--- src/rtl/core/bphd_pkg.sv ---
// Package for the button press and hold detector.
// Holds the shared constants, event codes, state type and the controller/datapath structs.
// No dependencies.
package bphd_pkg;

    // Number of buttons that the block tracks.
    localparam int BUTTON_COUNT = 5;

    // Field widths.
    localparam int IDX_W  = 3;
    localparam int TICK_W = 16;
    localparam int KIND_W = 2;

    // Hold time after reset, in ticks.
    localparam logic [TICK_W-1:0] HOLD_TICKS_RESET = 16'd1000;

    // Input operation codes.
    localparam logic OP_PIN  = 1'b0;
    localparam logic OP_TICK = 1'b1;

    // Pin level that means pressed (active low).
    localparam logic LEVEL_PRESSED = 1'b0;

    // Event codes.
    typedef enum logic [KIND_W-1:0] {
        KIND_DOWN = 2'd0,
        KIND_UP   = 2'd1,
        KIND_HOLD = 2'd2
    } event_kind_t;

    // Controller states.
    typedef enum logic [1:0] {
        ST_IDLE,
        ST_PIN,
        ST_SCAN
    } state_t;

    // Commands from the controller to the datapath.
    typedef struct packed {
        logic load_item;
        logic pin_apply;
        logic scan_step;
    } cmd_t;

    // Status from the datapath to the controller.
    typedef struct packed {
        logic in_op;
        logic pin_event;
        logic scan_fire;
        logic scan_at_end;
        logic out_busy;
    } status_t;

endpackage

--- src/rtl/core/bphd_if.sv ---
// Channel interfaces for the button press and hold detector.
// Input items and event results, each with valid/ready handshake; uses bphd_pkg.
interface bphd_in_if;
    logic                        valid;
    logic                        ready;
    logic                        op;
    logic [bphd_pkg::IDX_W-1:0]  button_index;
    logic                        pin_level;

    modport source (output valid, output op, output button_index, output pin_level,
                    input ready);
    modport sink (input valid, input op, input button_index, input pin_level,
                  output ready);
endinterface

interface bphd_out_if;
    logic                        valid;
    logic                        ready;
    logic [bphd_pkg::KIND_W-1:0] event_kind;
    logic [bphd_pkg::IDX_W-1:0]  button_id;
    logic                        last;

    modport source (output valid, output event_kind, output button_id, output last,
                    input ready);
    modport sink (input valid, input event_kind, input button_id, input last,
                  output ready);
endinterface

--- src/rtl/core/bphd_ctrl.sv ---
// Controller state machine of the button press and hold detector.
// Sequences item acceptance, pin handling and the per-button tick scan; uses bphd_pkg.
module bphd_ctrl (
    input  logic              clk,
    input  logic              rst_n,
    input  logic              in_valid,
    output logic              in_ready,
    input  bphd_pkg::status_t status,
    output bphd_pkg::cmd_t    cmd
);

    bphd_pkg::state_t state_reg;
    bphd_pkg::state_t state_next;

    // State register.
    always_ff @(posedge clk or negedge rst_n)
    begin
        if (!rst_n)
        begin
            state_reg <= bphd_pkg::ST_IDLE;
        end
        else
        begin
            state_reg <= state_next;
        end
    end

    // Next state and commands.
    always_comb
    begin
        state_next = state_reg;
        in_ready   = 1'b0;
        cmd        = '0;
        case (state_reg)
            bphd_pkg::ST_IDLE:
            begin
                in_ready = 1'b1;
                if (in_valid)
                begin
                    cmd.load_item = 1'b1;
                    state_next = (status.in_op == bphd_pkg::OP_TICK) ? bphd_pkg::ST_SCAN
                                                                      : bphd_pkg::ST_PIN;
                end
            end
            bphd_pkg::ST_PIN:
            begin
                // Wait only when an event must go out and the output is still occupied.
                if (!(status.pin_event && status.out_busy))
                begin
                    cmd.pin_apply = 1'b1;
                    state_next = bphd_pkg::ST_IDLE;
                end
            end
            bphd_pkg::ST_SCAN:
            begin
                if (!(status.scan_fire && status.out_busy))
                begin
                    cmd.scan_step = 1'b1;
                    if (status.scan_at_end)
                    begin
                        state_next = bphd_pkg::ST_IDLE;
                    end
                end
            end
            default:
            begin
                state_next = bphd_pkg::ST_IDLE;
            end
        endcase
    end

endmodule

--- src/rtl/core/bphd_dp.sv ---
// Datapath of the button press and hold detector.
// Per-button state, hold countdowns, scan counter, hold time register and output register;
// uses bphd_pkg.
module bphd_dp (
    input  logic                          clk,
    input  logic                          rst_n,
    input  bphd_pkg::cmd_t                cmd,
    output bphd_pkg::status_t             status,
    input  logic                          hold_ticks_we,
    input  logic [bphd_pkg::TICK_W-1:0]   hold_ticks_wdata,
    input  logic                          in_op,
    input  logic [bphd_pkg::IDX_W-1:0]    in_button_index,
    input  logic                          in_pin_level,
    output logic                          out_valid,
    input  logic                          out_ready,
    output logic [bphd_pkg::KIND_W-1:0]   out_event_kind,
    output logic [bphd_pkg::IDX_W-1:0]    out_button_id,
    output logic                          out_last
);

    localparam int N = bphd_pkg::BUTTON_COUNT;

    logic [bphd_pkg::TICK_W-1:0] hold_ticks_reg;

    logic [N-1:0] down_reg;
    logic [N-1:0] down_next;
    logic [N-1:0] held_reg;
    logic [N-1:0] held_next;
    logic [N-1:0] run_reg;
    logic [N-1:0] run_next;
    logic [bphd_pkg::TICK_W-1:0] ticks_reg [N];
    logic [bphd_pkg::TICK_W-1:0] ticks_next [N];

    logic [bphd_pkg::IDX_W-1:0] idx_reg;
    logic                       level_reg;
    logic [bphd_pkg::IDX_W-1:0] scan_reg;
    logic [bphd_pkg::IDX_W-1:0] scan_next;

    logic                        out_valid_reg;
    logic                        out_valid_next;
    logic [bphd_pkg::KIND_W-1:0] kind_reg;
    logic [bphd_pkg::KIND_W-1:0] kind_next;
    logic [bphd_pkg::IDX_W-1:0]  button_reg;
    logic [bphd_pkg::IDX_W-1:0]  button_next;
    logic                        last_reg;
    logic                        last_next;

    logic         idx_ok;
    logic         pressed;
    logic         cur_down;
    logic         cur_held;
    logic         pin_event;
    logic [N-1:0] fire;
    logic         later_fire;
    logic         scan_fire;
    logic         emit;

    // Pin report decode against the stored button state.
    always_comb
    begin
        idx_ok    = (idx_reg < bphd_pkg::IDX_W'(N));
        pressed   = (level_reg == bphd_pkg::LEVEL_PRESSED);
        cur_down  = idx_ok ? down_reg[idx_reg] : 1'b0;
        cur_held  = idx_ok ? held_reg[idx_reg] : 1'b0;
        pin_event = idx_ok && (pressed != cur_down);
    end

    // Countdowns that finish on this tick, and whether any lies beyond the scanned button.
    always_comb
    begin
        later_fire = 1'b0;
        for (int b = 0; b < N; b++)
        begin
            fire[b] = run_reg[b] && (ticks_reg[b] <= bphd_pkg::TICK_W'(1));
            if (bphd_pkg::IDX_W'(b) > scan_reg && fire[b])
            begin
                later_fire = 1'b1;
            end
        end
        scan_fire = fire[scan_reg];
    end

    // Next state of the button registers, scan counter and output register.
    always_comb
    begin
        down_next      = down_reg;
        held_next      = held_reg;
        run_next       = run_reg;
        ticks_next     = ticks_reg;
        scan_next      = scan_reg;
        out_valid_next = out_valid_reg;
        kind_next      = kind_reg;
        button_next    = button_reg;
        last_next      = last_reg;
        emit           = 1'b0;

        if (out_ready)
        begin
            out_valid_next = 1'b0;
        end

        if (cmd.load_item)
        begin
            scan_next = '0;
        end

        // Press or release of one button.
        if (cmd.pin_apply && pin_event)
        begin
            emit        = 1'b1;
            button_next = idx_reg;
            last_next   = 1'b1;
            if (pressed)
            begin
                down_next[idx_reg]  = 1'b1;
                held_next[idx_reg]  = 1'b0;
                run_next[idx_reg]   = 1'b1;
                ticks_next[idx_reg] = hold_ticks_reg;
                kind_next           = bphd_pkg::KIND_DOWN;
            end
            else
            begin
                down_next[idx_reg] = 1'b0;
                if (!cur_held)
                begin
                    run_next[idx_reg]   = 1'b0;
                    ticks_next[idx_reg] = '0;
                end
                held_next[idx_reg] = 1'b0;
                kind_next          = bphd_pkg::KIND_UP;
            end
        end

        // One button of the tick scan.
        if (cmd.scan_step)
        begin
            scan_next = scan_reg + bphd_pkg::IDX_W'(1);
            if (run_reg[scan_reg])
            begin
                if (scan_fire)
                begin
                    ticks_next[scan_reg] = '0;
                    run_next[scan_reg]   = 1'b0;
                    held_next[scan_reg]  = 1'b1;
                    emit                 = 1'b1;
                    kind_next            = bphd_pkg::KIND_HOLD;
                    button_next          = scan_reg;
                    last_next            = !later_fire;
                end
                else
                begin
                    ticks_next[scan_reg] = ticks_reg[scan_reg] - bphd_pkg::TICK_W'(1);
                end
            end
        end

        if (emit)
        begin
            out_valid_next = 1'b1;
        end
    end

    // Control and state registers.
    always_ff @(posedge clk or negedge rst_n)
    begin
        if (!rst_n)
        begin
            hold_ticks_reg <= bphd_pkg::HOLD_TICKS_RESET;
            down_reg       <= '0;
            held_reg       <= '0;
            run_reg        <= '0;
            for (int b = 0; b < N; b++)
            begin
                ticks_reg[b] <= '0;
            end
            scan_reg       <= '0;
            out_valid_reg  <= 1'b0;
        end
        else
        begin
            if (hold_ticks_we)
            begin
                hold_ticks_reg <= hold_ticks_wdata;
            end
            down_reg      <= down_next;
            held_reg      <= held_next;
            run_reg       <= run_next;
            ticks_reg     <= ticks_next;
            scan_reg      <= scan_next;
            out_valid_reg <= out_valid_next;
        end
    end

    // Payload registers.
    always_ff @(posedge clk)
    begin
        if (cmd.load_item)
        begin
            idx_reg   <= in_button_index;
            level_reg <= in_pin_level;
        end
        kind_reg   <= kind_next;
        button_reg <= button_next;
        last_reg   <= last_next;
    end

    // Status and output ports.
    always_comb
    begin
        status.in_op       = in_op;
        status.pin_event   = pin_event;
        status.scan_fire   = scan_fire;
        status.scan_at_end = (scan_reg == bphd_pkg::IDX_W'(N - 1));
        status.out_busy    = out_valid_reg && !out_ready;
        out_valid          = out_valid_reg;
        out_event_kind     = kind_reg;
        out_button_id      = button_reg;
        out_last           = last_reg;
    end

endmodule

--- src/rtl/core/button_press_hold_detector.sv ---
// Top level of the button press and hold detector.
// Joins the controller and the datapath; uses bphd_pkg, bphd_in_if and bphd_out_if.
//
//  Channel           Direction  Carries
//  item_ch           in         op, button_index, pin_level
//  event_ch          out        event_kind, button_id, last
//  hold_ticks_we/wd  in         hold time register write
//
// A pin report is accepted in ST_IDLE, then ST_PIN updates the button and loads the event.
// A tick is accepted in ST_IDLE, then ST_SCAN visits one button per cycle unless a stalled output holds it.
// A stalled output register holds the controller only when a new event must be loaded.
// Reset clears all button state and sets the hold time to 1000 ticks.
module button_press_hold_detector (
    input  logic                        clk,
    input  logic                        rst_n,
    bphd_in_if.sink                     item_ch,
    bphd_out_if.source                  event_ch,
    input  logic                        hold_ticks_we,
    input  logic [bphd_pkg::TICK_W-1:0] hold_ticks_wdata
);

    bphd_pkg::cmd_t    cmd;
    bphd_pkg::status_t status;

    // Sequencer.
    bphd_ctrl u_ctrl (
        .clk      (clk),
        .rst_n    (rst_n),
        .in_valid (item_ch.valid),
        .in_ready (item_ch.ready),
        .status   (status),
        .cmd      (cmd)
    );

    // Button state and event output.
    bphd_dp u_dp (
        .clk              (clk),
        .rst_n            (rst_n),
        .cmd              (cmd),
        .status           (status),
        .hold_ticks_we    (hold_ticks_we),
        .hold_ticks_wdata (hold_ticks_wdata),
        .in_op            (item_ch.op),
        .in_button_index  (item_ch.button_index),
        .in_pin_level     (item_ch.pin_level),
        .out_valid        (event_ch.valid),
        .out_ready        (event_ch.ready),
        .out_event_kind   (event_ch.event_kind),
        .out_button_id    (event_ch.button_id),
        .out_last         (event_ch.last)
    );

endmodule

--- src/flat_wrapper.sv ---
// flat-port wrapper written by rule: the top's interface ports become plain ports
module button_press_hold_detector_flat 
  (clk, rst_n, hold_ticks_we, hold_ticks_wdata, item_ch_valid, item_ch_op, item_ch_button_index, item_ch_pin_level, item_ch_ready, event_ch_valid, event_ch_event_kind, event_ch_button_id, event_ch_last, event_ch_ready);
  bphd_in_if item_ch_i ();
  bphd_out_if event_ch_i ();
  input  logic clk;
  input  logic rst_n;
  input  logic hold_ticks_we;
  input  logic [bphd_pkg::TICK_W-1:0] hold_ticks_wdata;
  input wire logic [$bits(item_ch_i.valid)-1:0] item_ch_valid;
  input wire logic [$bits(item_ch_i.op)-1:0] item_ch_op;
  input wire logic [$bits(item_ch_i.button_index)-1:0] item_ch_button_index;
  input wire logic [$bits(item_ch_i.pin_level)-1:0] item_ch_pin_level;
  output wire logic [$bits(item_ch_i.ready)-1:0] item_ch_ready;
  output wire logic [$bits(event_ch_i.valid)-1:0] event_ch_valid;
  output wire logic [$bits(event_ch_i.event_kind)-1:0] event_ch_event_kind;
  output wire logic [$bits(event_ch_i.button_id)-1:0] event_ch_button_id;
  output wire logic [$bits(event_ch_i.last)-1:0] event_ch_last;
  input wire logic [$bits(event_ch_i.ready)-1:0] event_ch_ready;
  assign item_ch_i.valid = item_ch_valid;
  assign item_ch_i.op = item_ch_op;
  assign item_ch_i.button_index = item_ch_button_index;
  assign item_ch_i.pin_level = item_ch_pin_level;
  assign item_ch_ready = item_ch_i.ready;
  assign event_ch_valid = event_ch_i.valid;
  assign event_ch_event_kind = event_ch_i.event_kind;
  assign event_ch_button_id = event_ch_i.button_id;
  assign event_ch_last = event_ch_i.last;
  assign event_ch_i.ready = event_ch_ready;
  button_press_hold_detector u_core (.clk(clk), .rst_n(rst_n), .item_ch(item_ch_i), .event_ch(event_ch_i), .hold_ticks_we(hold_ticks_we), .hold_ticks_wdata(hold_ticks_wdata));
endmodule
--- config.mk ---
export PLATFORM = sky130hd
export DESIGN_NAME = button_press_hold_detector_flat
export DESIGN_NICKNAME = d
export VERILOG_FILES = /design/src/rtl/core/bphd_pkg.sv /design/src/rtl/core/bphd_if.sv /design/src/rtl/core/bphd_ctrl.sv /design/src/rtl/core/bphd_dp.sv /design/src/rtl/core/button_press_hold_detector.sv /design/src/flat_wrapper.sv
export SDC_FILE = /design/constraint.sdc
export NUM_CORES = 1
export LEC_CHECK = 0
export ABC_AREA = 1
export BUFFER_PORTS_ARGS = -buffer_cell sky130_fd_sc_hd__buf_2
export CORE_ASPECT_RATIO = 1.4
export CORE_MARGIN = 4
export CORE_UTILIZATION = 40
export DETAILED_ROUTE_END_ITERATION = 10
export SLEW_MARGIN = 10
export SYNTH_ARGS = -nofsm -noshare
export SYNTH_HDL_FRONTEND = slang
export SYNTH_SLANG_ARGS = --single-unit
export TNS_END_PERCENT = 10
--- constraint.sdc ---
create_clock -name clk -period 2.8 [get_ports clk]
set_clock_uncertainty 0.2 [all_clocks]
set_input_delay 0.56 -clock clk [delete_from_list [all_inputs] [get_ports clk]]
set_output_delay 0.56 -clock clk [all_outputs]
set_load 0.05 [all_outputs]
---- Yosys cells after proc, flatten, opt, wreduce, memory -nomap -nowiden ----
Index checks and enable logic that the tools add are counted.
word-level totals
  flip-flop bits (word level) ............. 127
  output and inout bits ................... 8
  logic and storage cells ................. 166
cells by class
  add/sub/neg operators ................... 2
  magnitude comparators ................... 19
  equal/unequal tests ..................... 8
  mux-type cells .......................... 79
  bitwise logic cells ..................... 16
  reductions and logical operators ........ 25
operators with widths
  cell                                                                                 number
  80-bit 2-to-1 mux                                                                    6
  80-bit AND                                                                           2
  80-bit bitwise mux                                                                   2
  80-bit inverter                                                                      2
  16-bit demux with 3-bit select                                                       2
  16-bit by 1-bit <= comparator with 1-bit output, second input constant               5
  16-bit 2-to-1 mux                                                                    4
  5-bit 2-to-1 mux                                                                     11
  16-bit binary-select mux with 3-bit select                                           1
  1-bit 2-to-1 mux                                                                     31
  5-bit AND                                                                            4
  1-bit logical AND                                                                    19
  2-bit 2-to-1 mux                                                                     9
  3-bit 2-to-1 mux                                                                     6
  16-bit by 1-bit subtractor with 16-bit output, second input constant                 1
  5-bit bitwise OR                                                                     3
  1-bit binary-select mux with 3-bit select                                            4
  5-bit inverter                                                                       2
  4-bit greater-or-equal comparator, second input constant                             2
  3-bit by 4-bit < comparator with 1-bit output, second input constant                 2
  4-bit by 1-bit < comparator with 1-bit output, second input constant                 2
  3-bit inverter with 4-bit output                                                     2
  1-bit demux with 3-bit select                                                        2
  3-bit by 1-bit greater-or-equal comparator with 1-bit output, second input constant  2
  other kinds (17)                                                                     23

---- Depth between registers and ports, before layout ----
  depth in word-level cells ............... 14
  depth in mapped cells ................... 17

---- Cells and area by module ----
From an unflattened synthesis, not the netlist that was laid out.
unflattened totals
  cell total of the unflattened synthesis .. 1464
  area total of the unflattened synthesis .. 9068.7 µm²
modules (own cells, without submodules)
  module     instances  cells an instance  area an instance (µm²)
  bphd_dp    1          1439               8923.6
  bphd_ctrl  1          25                 145.1

---- Worst setup path after synthesis ----
OpenSTA, ideal clock, no wires.
  path kind ............................... register to register
  start point ............................. reg u_core.u_dp.scan_reg[1] (netlist name)
  end point ............................... reg u_core.u_dp.ticks_reg[6] (netlist name)
  data arrival time ....................... 2.253 ns
  data required time ...................... 2.483 ns
  slack ................................... 0.230 ns
  stages on the path, launching flop included .. 18
  clock period less this slack ............ 2.570 ns
  path through ............................ dfrtp_1 > buf_6 > nor2_2 > buf_6 > buf_6 > nand3_2 > nand3_1 > nor2_2 > ha_1 > inv_1 > nor3_1 > nand2_1 > nor2_1 > nand2_1 > nand3_1 > nand2_1 > o21ai_1 > inv_1
RTL lines
  element                   line            source
  start: declaration        bphd_dp.sv:36   logic [bphd_pkg::IDX_W-1:0] scan_reg;
  start signal: assignment  bphd_dp.sv:189  scan_reg <= scan_next;
  end signal: assignment    bphd_dp.sv:188  ticks_reg <= ticks_next;
  end: declaration          bphd_dp.sv:31   logic [bphd_pkg::TICK_W-1:0] ticks_reg [N];

==> results.md <==
- Critical path's top delay family: simple AND/OR/NAND/NOR gates
- Commonest non-fill, non-tap cells in the layout: nand2_1, o21ai_0, nor2_1, inv_1, dfrtp_1
- Number of port buffers: 33
- Final setup violation count: 0
- Final Cycle Share: a little over nine tenths
- First-pass GRT wire length: between 60000 and 70000 µm
- Worst Setup End Kind: flop
- GP Congestion: just under 1
- Crit start category: flop
- Ys async rst share: ~90%
- Layout cells sized above 1: between 10% and 20%
- Clock transition at path regs: 0.06 ns
- Maximum VDD drop: 0.000464 V
- Crit-path slowest cell: edfxtp_1
- CP most frequent cell: nand2_1
- Synth area leaders: dfrtp_1, nand2_1, o21ai_0, nor2_1, inv_1
- Top_reg_cell synth: dfrtp_1
- Grt met1 use: a little under two fifths
- CTS max path bufs: 2
- Vias in the first global route: ~11000
- Overflow after GRT: 0
- Worst-Margin Slew: slightly below 0.7 ns
- # rows: between 60 and 70
- Top-area cell type share of the netlist area: 26.9%
- Hold Path Class: in -> reg
- CTS sink count: between 100 and 150
- Post-synthesis cell type count: between 40 and 50
- CTS buffer count: 17
- Vias: ~12000
- GRT Total Usage: 28.7%
- ANT cells: 0
- Final Hold Vio Count: 0
- Post-synth EDFFs: 4
- TritonRoute pass-1 iters: 5
- TritonCTS clock tree: done
- Met3 Track Usage GR: under 10%
- Io pins: 34
- Sequential area share after synthesis: between 30% and 40%
- Die Width: about 140 µm
- Drt total wl: 40600 µm
- Cells after Synth: around 1700
- Yosys top cell by area: dfrtp_1
- Number of nets with antenna violations after routing: 0
- Final WS setup: roughly 0.11 ns
- Post-synthesis register bit count: about 130
- Met2 Track Usage GR: 47.5%
- LEAKAGE: between 5 and 6 nW
- Slew margin rel.: between 50 and 60%
- Antenna violations before repair: 0
- GR peak layer: met2
- Run status: complete, no violations
- # DRC: 0
- Synth Cell Area: just over 10000 µm²
- Max_cap viols: 0
- Largest net degree at the start of global routing: just under 80
- # fillers: between 2000 and 3000
- Drt first-iter violations: between 1000 and 1500
- H-tree depth: 4
- Vias per cell: 5.58
- CP peak stage delay: approximately 0.56 ns
- CP max FO: 29
- Detailed placement HPWL: between 30000 and 40000 µm
- Power Density: 1180 nW/µm²
- Max Slew Vio Count: 0
- CTS root buf: clkbuf_16
- Layout area overhead: 14.4%
- Yosys warns: 0
- Commonest non-fill, non-tap cell in the layout: nand2_1
- Worst path buffer plus inverter count: 2
- Highest Clock Rate: 0.372 GHz
- Core Util, Final: 46.5%
- Critical Path AT: ~2.8 ns
- Full die area: between 20000 and 30000 µm²
- Die height: approximately 200 µm
- Synthesized area per cell: about 6.0 µm²
- Max reg flops: 80
- Setup CP Type: reg -> reg
- Core Area: ~25000 µm²
- Post-layout nets: ~1800
- Post-Synthesis Net Count: ~1700
- Initial Utilization: 40.6%
- Pre-CTS setup slack: -0.0945 ns
- Worst-path cell chain: inv_2, nor2_2, nand2_1, nand2_1, nor2_1, nand2_1, nand3_1, nor2_4, buf_4, nand2_1, nand2_1, nor2_1, a21oi_1
- Avg WL per Cell: about 20 µm
- Critical path required time: 2.92 ns
- Final critical-path required period: roughly 2.7 ns
- Clock latency on the worst-skew pair: 0.44 ns
## power breakdown
part | internal, mW | switching (mW) | leakage, nW
Combinational | 2.63 | 5.74 | 3.94
Sequential | 2.52 | 0.819 | 1.57
Clock | 1.44 | 0.847 | 0.288
Total | 6.58 | 7.40 | 5.80
## final timing paths
check                                                   start                              to  slack [ns]  depth (start not counted)
worst min-delay path                  item_ch_button_index[0]          u_core.u_dp.idx_reg[0]        0.09                          1
worst max register to register         u_core.u_dp.idx_reg[0]       u_core.u_dp.ticks_reg[61]        0.11                         13
max in group asynchronous                               rst_n   u_core.u_dp.hold_ticks_reg[3]        1.28                          3
worst max-delay path                   u_core.u_dp.idx_reg[0]       u_core.u_dp.ticks_reg[61]        0.11                         13
worst min register to register  u_core.u_dp.out_event_kind[1]   u_core.u_dp.out_event_kind[1]        0.25                          2
min in group asynchronous                               rst_n  u_core.u_dp.hold_ticks_reg[13]        0.43                          2
## cells by family (layout without fill, tap and decap cells)
family	Yosys count	count (layout)	synth area share, %
and+or+nand+nor	981	981	39.8
AOI/OAI and AO/OA	333	333	18.1
buffers and inverters	269	313	10.6
DFF	127	127	30.7
adders and majority gates	4	4	0.484
xor gates and xnor gates	3	3	0.327
## layer usage
metal | vias up | share of wire [%]
met5 | - | 0
met4 | 0 | 3.7
met3 | 87 | 5.4
met2 | 416 | 49
met1 | 5461 | 42
li1 | 5635 | -
## area by class of cell
cell class              count  area (µm²)  area share [%]
clock buffers              24         472            3.98
repair buffers            116         913            7.72
flip-flops and latches    127        3180            26.9
clock inverters             7         110           0.930
inverters                 166         628            5.31
multi-input cells        1321        6140            51.8
well taps                 319         399            3.37
## synth_stat cells, types with 2 or more instances
| master | count |
|---|---|
| o22ai_1 | 2 |
| inv_2 | 15 |
| nand2_1 | 626 |
| a21oi_1 | 14 |
| clkinv_1 | 3 |
| buf_1 | 5 |
| dfxtp_1 | 6 |
| nor2_4 | 8 |
| nand3b_1 | 4 |
| o211ai_1 | 60 |
| inv_1 | 148 |
| dfrtp_1 | 111 |
| buf_4 | 5 |
| clkbuf_1 | 57 |
| nor4_1 | 2 |
| nor3_1 | 4 |
| edfxtp_1 | 4 |
| nor2_1 | 164 |
| dfstp_2 | 6 |
| a31oi_1 | 18 |
| nand3_2 | 9 |
| buf_2 | 33 |
| buf_6 | 3 |
| o21ai_0 | 206 |
| and2_1 | 3 |
| nor2_2 | 8 |
| o21ai_1 | 26 |
| ha_1 | 4 |
| nand3_1 | 108 |
| nand4_1 | 42 |
## stage by stage
step	TNS [ns]	cells	total power, mW	instance area (µm²)	hold WS [ns]
4_1_cts	0	2073	13.7	11700	0.0837
3_5_place_dp	-0.261	2041	11.3	11100	0.242
5_1_grt	-0.211	2080	15.0	11800	0.0877
6_report	0	2080	14.0	11800	0.0939
2_1_floorplan	0	1717	8.46	10300	0.0644
3_3_place_gp	-0.178	2041	11.3	11100	0.235
## what timing repair did
item,in CTS,in global routing
hold buffers,1,0
hold endpoints to repair,26,0
setup endpoints to repair,6,59
buffers inserted,0,7
resized for setup,6,16
pin swaps,0,3
No activity file was read; power rests on OpenSTA's default activity.
